`src/rtl/core/lfu_pkg.sv`:
```
// Shared constants, codes and controller/datapath command types for the
// LFU aging replacement table. Depends on nothing; every other file imports it.
package lfu_pkg;

	localparam int ENTRIES  = 32;
	localparam int KEY_BITS = 32;
	localparam int DATA_W   = 32;
	localparam int IDX_W    = (ENTRIES > 1) ? $clog2(ENTRIES) : 1;

	localparam logic [1:0] FUNC_UPDATE = 2'd0;
	localparam logic [1:0] FUNC_EVICT  = 2'd1;
	localparam logic [1:0] FUNC_DELETE = 2'd2;

	localparam logic [1:0] ST_OK        = 2'd0;
	localparam logic [1:0] ST_NOT_FOUND = 2'd1;
	localparam logic [1:0] ST_EMPTY     = 2'd2;
	localparam logic [1:0] ST_FULL      = 2'd3;

	typedef struct packed {
		logic load;
		logic scan;
		logic commit;
	} dp_cmd_t;

	typedef struct packed {
		logic scan_done;
	} dp_stat_t;

endpackage

```
`src/rtl/core/lfu_ctrl.sv`:
```
// Controller for the LFU aging replacement table: idle, table scan, commit.
// Depends on lfu_pkg for the command and status structs.
module lfu_ctrl (
	input  logic              clk,
	input  logic              arst_n,
	input  logic              start,
	input  lfu_pkg::dp_stat_t stat,
	output lfu_pkg::dp_cmd_t  cmd,
	output logic              busy,
	output logic              done
);
	import lfu_pkg::*;

	typedef enum logic [1:0] {
		S_IDLE,
		S_SCAN,
		S_COMMIT
	} state_t;

	state_t state_q;
	logic   busy_q;
	logic   scan_q;
	logic   commit_q;
	logic   done_q;

	always_ff @(posedge clk or negedge arst_n) begin
		if (!arst_n) begin
			state_q  <= S_IDLE;
			busy_q   <= 1'b0;
			scan_q   <= 1'b0;
			commit_q <= 1'b0;
			done_q   <= 1'b0;
		end else begin
			done_q   <= 1'b0;
			commit_q <= 1'b0;
			unique case (state_q)
				S_IDLE: begin
					if (start) begin
						state_q <= S_SCAN;
						busy_q  <= 1'b1;
						scan_q  <= 1'b1;
					end
				end
				S_SCAN: begin
					if (stat.scan_done) begin
						state_q  <= S_COMMIT;
						scan_q   <= 1'b0;
						commit_q <= 1'b1;
					end
				end
				S_COMMIT: begin
					state_q <= S_IDLE;
					busy_q  <= 1'b0;
					done_q  <= 1'b1;
				end
				default: begin
					state_q <= S_IDLE;
					busy_q  <= 1'b0;
					scan_q  <= 1'b0;
				end
			endcase
		end
	end

	assign cmd.load   = start && !busy_q && (state_q == S_IDLE);
	assign cmd.scan   = scan_q;
	assign cmd.commit = commit_q;
	assign busy       = busy_q;
	assign done       = done_q;

endmodule

```
`src/rtl/core/lfu_datapath.sv`:
```
// Datapath: key and priority memories, valid and rank registers, scan trackers,
// commit logic, age register and result registers. Depends on lfu_pkg.
module lfu_datapath (
	input  logic                        clk,
	input  logic                        arst_n,
	input  lfu_pkg::dp_cmd_t            cmd,
	output lfu_pkg::dp_stat_t           stat,
	input  logic [1:0]                  func,
	input  logic [31:0]                 key_in,
	input  logic [31:0]                 access_freq,
	output logic [1:0]                  status,
	output logic [31:0]                 victim_key,
	output logic [31:0]                 victim_priority
);
	import lfu_pkg::*;

	typedef enum logic [1:0] {
		RK_NONE,
		RK_PROMOTE,
		RK_INSERT,
		RK_REMOVE
	} rank_op_t;

	localparam logic [IDX_W-1:0] LAST_IDX = IDX_W'(ENTRIES - 1);

	// latched operation
	logic [1:0]          func_q;
	logic [KEY_BITS-1:0] key_q;
	logic [DATA_W-1:0]   prio_q;
	logic [DATA_W-1:0]   age_q;

	// table storage
	logic [KEY_BITS-1:0] key_mem  [ENTRIES];
	logic [DATA_W-1:0]   prio_mem [ENTRIES];
	logic [KEY_BITS-1:0] key_rd_s1;
	logic [DATA_W-1:0]   prio_rd_s1;
	logic [ENTRIES-1:0]  valid_q;
	logic [IDX_W-1:0]    rank_q [ENTRIES];

	// scan sequencing
	logic [IDX_W-1:0] idx_q;
	logic             iss_q;
	logic             rd_v_s1;
	logic             rd_last_s1;
	logic [IDX_W-1:0] rd_idx_s1;

	// scan trackers
	logic                any_q;
	logic                hit_q;
	logic [IDX_W-1:0]    hit_idx_q;
	logic [DATA_W-1:0]   hit_prio_q;
	logic [IDX_W-1:0]    hit_rank_q;
	logic                free_q;
	logic [IDX_W-1:0]    free_idx_q;
	logic                best_q;
	logic [IDX_W-1:0]    best_idx_q;
	logic [DATA_W-1:0]   best_prio_q;
	logic [IDX_W-1:0]    best_rank_q;
	logic [KEY_BITS-1:0] best_key_q;

	// commit decisions
	logic [1:0]        st_c;
	logic [DATA_W-1:0] vkey_c;
	logic [DATA_W-1:0] vprio_c;
	logic              key_we;
	logic              prio_we;
	logic [IDX_W-1:0]  wr_idx;
	logic              set_valid;
	logic              clr_valid;
	rank_op_t          rank_op;
	logic [IDX_W-1:0]  rank_slot;
	logic [IDX_W-1:0]  rank_ref;
	logic              age_we;

	// result registers
	logic [1:0]        status_q;
	logic [DATA_W-1:0] vkey_q;
	logic [DATA_W-1:0] vprio_q;

	logic              cur_v;
	logic [IDX_W-1:0]  cur_rank;

	// latch the operation and form the aged priority
	always_ff @(posedge clk) begin
		if (cmd.load) begin
			func_q <= func;
			key_q  <= key_in[KEY_BITS-1:0];
			prio_q <= access_freq + age_q;
		end
	end

	always_ff @(posedge clk or negedge arst_n) begin
		if (!arst_n) begin
			age_q <= '0;
		end else if (age_we) begin
			age_q <= best_prio_q;
		end
	end

	// memories: one write port, one registered read port at the scan index
	always_ff @(posedge clk) begin
		if (key_we)
			key_mem[wr_idx] <= key_q;
		key_rd_s1 <= key_mem[idx_q];
	end

	always_ff @(posedge clk) begin
		if (prio_we)
			prio_mem[wr_idx] <= prio_q;
		prio_rd_s1 <= prio_mem[idx_q];
	end

	// scan address sequencer
	always_ff @(posedge clk or negedge arst_n) begin
		if (!arst_n) begin
			idx_q      <= '0;
			iss_q      <= 1'b0;
			rd_v_s1    <= 1'b0;
			rd_last_s1 <= 1'b0;
			rd_idx_s1  <= '0;
		end else begin
			rd_v_s1    <= 1'b0;
			rd_last_s1 <= 1'b0;
			if (cmd.load) begin
				idx_q <= '0;
				iss_q <= 1'b1;
			end else if (cmd.scan && iss_q) begin
				rd_v_s1    <= 1'b1;
				rd_idx_s1  <= idx_q;
				rd_last_s1 <= (idx_q == LAST_IDX);
				if (idx_q == LAST_IDX)
					iss_q <= 1'b0;
				else
					idx_q <= idx_q + 1'b1;
			end
		end
	end

	assign stat.scan_done = rd_v_s1 && rd_last_s1;

	assign cur_v    = valid_q[rd_idx_s1];
	assign cur_rank = rank_q[rd_idx_s1];

	// fold each entry into the match, free and eviction trackers
	always_ff @(posedge clk) begin
		if (cmd.load) begin
			any_q  <= 1'b0;
			hit_q  <= 1'b0;
			free_q <= 1'b0;
			best_q <= 1'b0;
		end else if (rd_v_s1) begin
			if (cur_v)
				any_q <= 1'b1;
			if (cur_v && !hit_q && key_rd_s1 == key_q) begin
				hit_q      <= 1'b1;
				hit_idx_q  <= rd_idx_s1;
				hit_prio_q <= prio_rd_s1;
				hit_rank_q <= cur_rank;
			end
			if (!cur_v && !free_q) begin
				free_q     <= 1'b1;
				free_idx_q <= rd_idx_s1;
			end
			if (cur_v && (!best_q || prio_rd_s1 < best_prio_q ||
					(prio_rd_s1 == best_prio_q && cur_rank > best_rank_q))) begin
				best_q      <= 1'b1;
				best_idx_q  <= rd_idx_s1;
				best_prio_q <= prio_rd_s1;
				best_rank_q <= cur_rank;
				best_key_q  <= key_rd_s1;
			end
		end
	end

	// commit decision
	always_comb begin
		st_c      = ST_OK;
		vkey_c    = '0;
		vprio_c   = '0;
		key_we    = 1'b0;
		prio_we   = 1'b0;
		wr_idx    = hit_idx_q;
		set_valid = 1'b0;
		clr_valid = 1'b0;
		rank_op   = RK_NONE;
		rank_slot = hit_idx_q;
		rank_ref  = hit_rank_q;
		age_we    = 1'b0;
		if (cmd.commit) begin
			unique case (func_q)
				FUNC_UPDATE: begin
					if (hit_q) begin
						if (hit_prio_q != prio_q) begin
							prio_we = 1'b1;
							rank_op = RK_PROMOTE;
						end
					end else if (free_q) begin
						wr_idx    = free_idx_q;
						key_we    = 1'b1;
						prio_we   = 1'b1;
						set_valid = 1'b1;
						rank_op   = RK_INSERT;
						rank_slot = free_idx_q;
					end else begin
						st_c = ST_FULL;
					end
				end
				FUNC_EVICT: begin
					if (best_q) begin
						vkey_c    = DATA_W'(best_key_q);
						vprio_c   = best_prio_q;
						age_we    = 1'b1;
						clr_valid = 1'b1;
						rank_op   = RK_REMOVE;
						rank_slot = best_idx_q;
						rank_ref  = best_rank_q;
					end else begin
						st_c = ST_EMPTY;
					end
				end
				FUNC_DELETE: begin
					if (!any_q) begin
						st_c = ST_EMPTY;
					end else if (hit_q) begin
						clr_valid = 1'b1;
						rank_op   = RK_REMOVE;
					end else begin
						st_c = ST_NOT_FOUND;
					end
				end
				default: begin
				end
			endcase
		end
	end

	always_ff @(posedge clk or negedge arst_n) begin
		if (!arst_n) begin
			valid_q <= '0;
		end else begin
			if (set_valid)
				valid_q[wr_idx] <= 1'b1;
			if (clr_valid)
				valid_q[rank_slot] <= 1'b0;
		end
	end

	// recency ranks: every entry updates in parallel against the commit slot
	always_ff @(posedge clk) begin
		for (int i = 0; i < ENTRIES; i++) begin
			case (rank_op)
				RK_PROMOTE: begin
					if (IDX_W'(i) == rank_slot)
						rank_q[i] <= '0;
					else if (valid_q[i] && rank_q[i] < rank_ref)
						rank_q[i] <= rank_q[i] + 1'b1;
				end
				RK_INSERT: begin
					if (IDX_W'(i) == rank_slot)
						rank_q[i] <= '0;
					else if (valid_q[i])
						rank_q[i] <= rank_q[i] + 1'b1;
				end
				RK_REMOVE: begin
					if (valid_q[i] && rank_q[i] > rank_ref)
						rank_q[i] <= rank_q[i] - 1'b1;
				end
				default: begin
				end
			endcase
		end
	end

	always_ff @(posedge clk) begin
		if (cmd.commit) begin
			status_q <= st_c;
			vkey_q   <= vkey_c;
			vprio_q  <= vprio_c;
		end
	end

	assign status          = status_q;
	assign victim_key      = vkey_q;
	assign victim_priority = vprio_q;

endmodule

```
`src/rtl/core/lfu_aging_replacement_table.sv`:
```
// Top level of the LFU aging replacement table: controller plus datapath.
// Depends on lfu_pkg, lfu_ctrl and lfu_datapath.
//
// Usage:
//   Command channel: drive func, key_in and access_freq with start high. The
//   command transfers at the rising edge where start is high and busy is low.
//   busy stays high from the cycle after that transfer until the result is out.
//   Result channel: done is high for exactly one cycle, with status,
//   victim_key and victim_priority valid in that cycle. The receiver cannot
//   stall; the result transfers at the edge that ends the done cycle.
//   Sequencing: the next command may transfer at the edge that ends the done
//   cycle, so the block takes no new command while one is in flight. The
//   scan sets the pace: the memories have one registered read port, so one
//   entry per cycle, then a registered read, then a commit state that
//   writes the chosen slot, the recency ranks and the age register.
//   Reset: arst_n low clears all entries to invalid, age to zero and drops busy
//   and done. No clearing pass is needed; valid bits gate every memory read.
module lfu_aging_replacement_table (
	input  logic        clk,
	input  logic        arst_n,
	input  logic        start,
	output logic        busy,
	input  logic [1:0]  func,
	input  logic [31:0] key_in,
	input  logic [31:0] access_freq,
	output logic        done,
	output logic [1:0]  status,
	output logic [31:0] victim_key,
	output logic [31:0] victim_priority
);
	import lfu_pkg::*;

	dp_cmd_t  cmd;
	dp_stat_t stat;

	// sequence load, scan and commit
	lfu_ctrl u_ctrl (
		.clk    (clk),
		.arst_n (arst_n),
		.start  (start),
		.stat   (stat),
		.cmd    (cmd),
		.busy   (busy),
		.done   (done)
	);

	// hold the table, scan it and apply the operation
	lfu_datapath u_dp (
		.clk             (clk),
		.arst_n          (arst_n),
		.cmd             (cmd),
		.stat            (stat),
		.func            (func),
		.key_in          (key_in),
		.access_freq     (access_freq),
		.status          (status),
		.victim_key      (victim_key),
		.victim_priority (victim_priority)
	);

	// the result cycle never overlaps an operation in flight
	a_done_idle: assert property (@(posedge clk) disable iff (!arst_n)
		done |-> !busy)
		else $error("done while busy");

	// a transferred command always marks the block busy
	a_accept_busy: assert property (@(posedge clk) disable iff (!arst_n)
		(start && !busy) |=> busy)
		else $error("command transfer did not raise busy");

	// one result per command: the strobe drops after each result
	a_done_pulse: assert property (@(posedge clk) disable iff (!arst_n)
		done |=> !done)
		else $error("done held for more than one cycle");

	// failed operations report no victim
	a_fail_zero: assert property (@(posedge clk) disable iff (!arst_n)
		(done && status != ST_OK) |-> (victim_key == '0 && victim_priority == '0))
		else $error("victim fields set on a failed operation");

endmodule

```
`config.mk`:
```
export PLATFORM = sky130hd
export DESIGN_NAME = lfu_aging_replacement_table
export DESIGN_NICKNAME = d
export VERILOG_FILES = /design/src/rtl/core/lfu_pkg.sv /design/src/rtl/core/lfu_ctrl.sv /design/src/rtl/core/lfu_datapath.sv /design/src/rtl/core/lfu_aging_replacement_table.sv
export SDC_FILE = /design/constraint.sdc
export NUM_CORES = 2
export LEC_CHECK = 0
export ABC_AREA = 1
export BUFFER_PORTS_ARGS = -buffer_cell sky130_fd_sc_hd__buf_2
export CAP_MARGIN = 20
export CORE_MARGIN = 4
export CORE_UTILIZATION = 30
export CTS_BUF_LIST = sky130_fd_sc_hd__clkbuf_4 sky130_fd_sc_hd__clkbuf_8
export CTS_CLUSTER_SIZE = 12
export DETAILED_ROUTE_END_ITERATION = 6
export PLACE_DENSITY = 0.4
export SYNTH_ARGS = -nofsm -noshare
export SYNTH_HDL_FRONTEND = slang
export SYNTH_SLANG_ARGS = --single-unit
```
`constraint.sdc`:
```
create_clock -name clk -period 18.3 [get_ports clk]
set_clock_uncertainty 0.1 [all_clocks]
set_input_delay 1.83 -clock clk [delete_from_list [all_inputs] [get_ports clk]]
set_output_delay 1.83 -clock clk [all_outputs]
set_load 0.01 [all_outputs]
```
# After elaboration in Yosys (flattened, before gate mapping)
# Memories as Yosys holds them, arrays and structs flattened. A register that Yosys moved wholly into a read port is not among the register bits.
# Index checks and enable logic that the tools add are counted.
# classes
order_cmp	71
add_sub_neg	66
bitwise_logic	134
n_eq_ne	45
n_reduce_logical	101
n_mux	711
# ops
op	n
5-bit two-way mux	140
1-bit two-way mux	547
5-bit by 1-bit adder with 5-bit output, second input constant	33
5-bit greater-than comparator	33
5-bit less-than comparator	32
5-bit by 1-bit subtractor with 5-bit output, second input constant	32
1-bit OR	128
5-bit == test, first input constant	16
1-bit logical AND	75
32-bit == test	2
32-bit two-way mux	2
4-bit by 5-bit == test with 1-bit output, first input constant	8
32-bit adder	1
32-bit AND	1
32-bit less-than comparator	1
32-bit inequality test	1
32-bit inverter	1
32-bit OR	1
2-bit two-way mux	12
3-bit by 5-bit == test with 1-bit output, first input constant	4
2-bit AND reduction	10
5-bit by 6-bit less-than comparator with 1-bit output, second input constant	3
2-bit one-hot mux with 3 select lines	2
3-bit AND reduction	4
19 further kinds	39
# totals
register_bits	340
output_inout_bits	68
elab_cells	1161
input_bits	69
ram_bits	2208
memories	3
# memory_table
name	depth	width	rd	rd_clocked_by_memory_dff	wr	line_no	rtl
u_dp.key_mem	32	32	1	1	1	lfu_datapath.sv:33	logic [KEY_BITS-1:0] key_mem [ENTRIES];
u_dp.prio_mem	32	32	1	1	1	lfu_datapath.sv:34	logic [DATA_W-1:0] prio_mem [ENTRIES];
u_dp.rank_q	32	5	33	0	32	lfu_datapath.sv:38	logic [IDX_W-1:0] rank_q [ENTRIES];

# Longest topological paths before layout
# logic_depth
word_depth	13
ltp_mapped	20
depth_no_buf	19

# Modules after synthesis
# Synthesis repeated with hierarchy kept, for this count alone.
# hier_totals
hier_cells	9719
area_unflattened_um2	113685.3
# by_module_without_submodules
mod	n_inst	area_per_inst_um2	cells_per_inst
lfu_datapath	1	113447.6	9696
lfu_ctrl	1	237.7	23

# Least setup slack after synthesis
# No wires, ideal clock.
# synth_timing
path_type	input to register
from	input start
to	register u_dp.best_idx_q[0], enable pin
path_buffers	0
slack_ps	11113
cell_stages	5
required_time_ps	17630
t_arrival_ps	6516
setup_ps	570
path_cell_list	nand3_1 nor2_1 inv_1 nand2_1 nor2_1
# synth_lines
element	line_no	rtl
start: declaration	lfu_aging_replacement_table.sv:21	input logic start,
end signal: assignment	lfu_datapath.sv:167	best_idx_q <= rd_idx_s1;
end: declaration	lfu_datapath.sv:56	logic [IDX_W-1:0] best_idx_q;

==> results_dict.tcl <==
set metrics [dict create \
    clock_power_share_pct 46.4 \
    drtPass1Iterations 6 \
    worstPathCellList "nand2_1, nand2_1, nand2_1, nor2_1, nand2_1, nor2_1, nand2_1, nand2_1, nand2_1, nand2_1, clkinv_2, buf_4, nand2_1, nand4_1" \
    overflow 0 \
    first_iter_violations 7209 \
    netlist_top_cells_area "edfxtp_1 (65%), o21ai_0 (5.7%), nor2_1 (4.8%)" \
    post-route-min-period_ns 6.13 \
    comb_power_share_pct 0.3 \
    mostFrequentLayoutCells "edfxtp_1 (2461), nor2_1 (1399), o21ai_0 (1297)" \
    grt_use_total_pct 21.2 \
    max-vdd-ir-drop_uv 59.1 \
    areaGrowthSynthToFinish_pct 14.7 \
    via_count 79927 \
    finalMaxSlewViolations 0 \
    fmax_mhz 163 \
    cts_tree "yes" \
    cp_common_cell "nand2_1" \
    grt_pass1_vias 77981 \
    cts_buffer_depth 4 \
    finalHoldViolCount 0 \
    cts_resized 0 \
    worstPathMaxFanout 77 \
    endpoint_kind "flip-flop" \
    core_area_sq_um 379000 \
    nNetsFinal 10343 \
    reg2reg_depth 14 \
    cts_htree_levels 5 \
    p_seq_share_pct 53.3 \
    via_per_inst 5.19 \
    slowest_stage "edfxtp_1" \
    top_regs "u_dp.key_mem (1024), u_dp.prio_mem (1024), u_dp.rank_q (160)" \
    post_cts_buffers 0 \
    path_buf_inv 2 \
    worstPathRequired_ns 18.91 \
    numPortBuffers 136 \
    finalCritPeriodShare_pct 33.5 \
    gp_congestion 0.841 \
    grt_max_degree 170 \
    rsz0062_at_grt "no" \
    initial_core_util_pct 30.1 \
    root_buffer "clkbuf_8" \
    r2r-start "u_dp.prio_q[0]" \
    rows 226 \
    crit_type "flip-flop to flip-flop" \
    switching_share_pct 21.6 \
    hpwl_um 233000 \
    drive_gt1_share_pct 12.6 \
    die-area_sq_um 390000 \
    synthFlopType "edfxtp_1" \
    critPathTopFamily "simple AND/OR/NAND/NOR gates" \
    cp-start-kind "flip-flop" \
    yosysSeqAreaShare_pct 67.8 \
    power.switching_mw 2.61 \
    grt_pass1_wl_um 598000 \
    rrSetupSlack_ns 12.17 \
    worstHoldStart "u_dp.key_rd_s1[26]" \
    antenna_found_initial 19 \
    ant_nets 0 \
    final_area_sq_um 131000 \
    fin_setup_tns_ns 0 \
    synth_area_sq_um 114000 \
    drv_cap 0 \
    syn_nets 10075 \
    synth_cell_types 64 \
    power_density_nw_per_um2 92.5 \
    fp.dieW_um 624 \
    postSynthAreaPerCell_sq_um 11.7 \
    synth_edf_count 2461 \
    io_pins 137 \
    postCtsHoldBufs 0 \
    finalWirelength_um 428000 \
    worst_pin_slew_ns 1.20 \
    max_stage_delay_ns 1.03 \
    final_common_cell "edfxtp_1" \
    worstPathArrival_ns 6.74 \
    die_h_um 624 \
    remaining_drc_errors 0 \
    numCtsBuffers 463 \
    crit_path_start "u_dp.prio_q[0]" \
    status "finished clean" \
    synth.largest_area_cell "edfxtp_1" \
    wl_per_cell_um 27.8 \
    clk_latency_ns 1.17 \
    synth_top_cell_area_share_pct 64.8 \
    clk_pin_slew_ns 0.06 \
    ys_ff_latch 2612 \
    yosysWarningCount 0 \
    place_area_sq_um 121000 \
    syn_inst 9707 \
    synthArstFlopShare_pct 3.18 \
    slew-limit-headroom_pct 20.2 \
    worst-path-stages 14 \
    finalSetupViolCount 0 \
    hp-class "flip-flop to flip-flop" \
    leakagePower_nw 46.6 \
    r2r_end "u_dp.rank_q[13][4]" \
    p_int_mw 9.48 \
    endpoint "u_dp.rank_q[13][4]" \
    cts.sinks 2612 \
]
## metal layers
| layer | track usage, % | share of wire [%] | vias up |
|---|---|---|---|
| li1 | - | - | 35929 |
| met1 | 28.5 | 44 | 40941 |
| met2 | 36.0 | 48 | 2437 |
| met3 | 2.72 | 4.9 | 616 |
| met4 | 5.61 | 2.8 | 4 |
| met5 | 0 | 0.0063 | - |
## worst min path at each step
stage	end	slack (ns)	cells past startpoint
3_3_place_gp	u_dp.best_key_q[26]	0.34	0
3_5_place_dp	u_dp.best_key_q[26]	0.34	0
4_1_cts	u_dp.age_q[30]	0.36	1
6_report	u_dp.best_key_q[26]	0.36	0
2_1_floorplan	u_dp.best_key_q[0]	0.31	0
5_1_grt	u_dp.best_key_q[26]	0.37	0
## synth_stat cells (8+ instances only)
master and instances:
a21o_1 13, ha_1 298, a21oi_1 294, nor2_1 1466, a2bb2oi_1 10, nor3_1 70
inv_2 20, a31oi_1 78, nand4_1 68, o211a_1 20, a211oi_1 25, dfxtp_1 68
dfrtp_1 83, o22ai_1 370, nand3_1 503, nand3b_1 20, or2_2 12, nor2_4 9
a41oi_1 8, xor2_1 189, buf_2 85, nand2_1 928, clkbuf_1 413, or2_0 8
nor3_2 9, o21ai_0 1297, edfxtp_1 2461, o221ai_1 158, buf_1 27, xnor2_1 64
nor2_2 31, o211ai_1 38, inv_1 476
## kinds of logic (layout without fill, tap and decap cells)
kind of cell / count (synthesis) / in the layout / share of synthesized area [%]
AO/OA/AOI/OAI: 2346 / 2346 / 11.7
multiplexers: 1 / 1 / 0.00988
adder cells (fa/ha/maj): 299 / 299 / 3.29
other: 0 / 10 / 0
XOR/XNOR: 253 / 253 / 1.94
flip-flops: 2612 / 2612 / 67.8
AND/OR/NAND/NOR: 3165 / 3165 / 11.7
buffers and inverters: 1031 / 1696 / 3.51
## through the flow
step / setup slack (ns) / utilization, % / total power, mW / std cells / hold slack (ns)
final: 12.17 / 34.5 / 12.1 / 15398 / 0.356
after global routing: 11.92 / 34.5 / 12.5 / 15393 / 0.369
after CTS: 12.14 / 34.5 / 12.3 / 15380 / 0.357
after detailed placement: 12.29 / 32.0 / 6.61 / 14518 / 0.343
after global placement: 12.18 / 31.9 / 6.61 / 14515 / 0.340
after floorplan: 11.11 / - / 6.58 / 9707 / 0.308
## cell type report
| type | count | area, sq um |
|---|---|---|
| multi-input combinational | 6064 | 33300 |
| inverter | 501 | 1920 |
| clock inverter | 177 | 1240 |
| timing repair buffer | 333 | 2390 |
| fill | 37350 | 248000 |
| sequential | 2612 | 77400 |
| clock buffer | 685 | 8270 |
| tap | 5016 | 6280 |
| antenna | 10 | 25.0 |
## power groups by stage
stage                     logic (mW)  clock network [mW]  registers (mW)
final                         0.0388                5.61            6.44
after global routing          0.0426                6.05            6.44
after CTS                     0.0406                5.77            6.44
after detailed placement      0.0402                   0            6.57
after global placement        0.0407                   0            6.57
after floorplan               0.0130                   0            6.57
(Power assumes the default switching activity.)
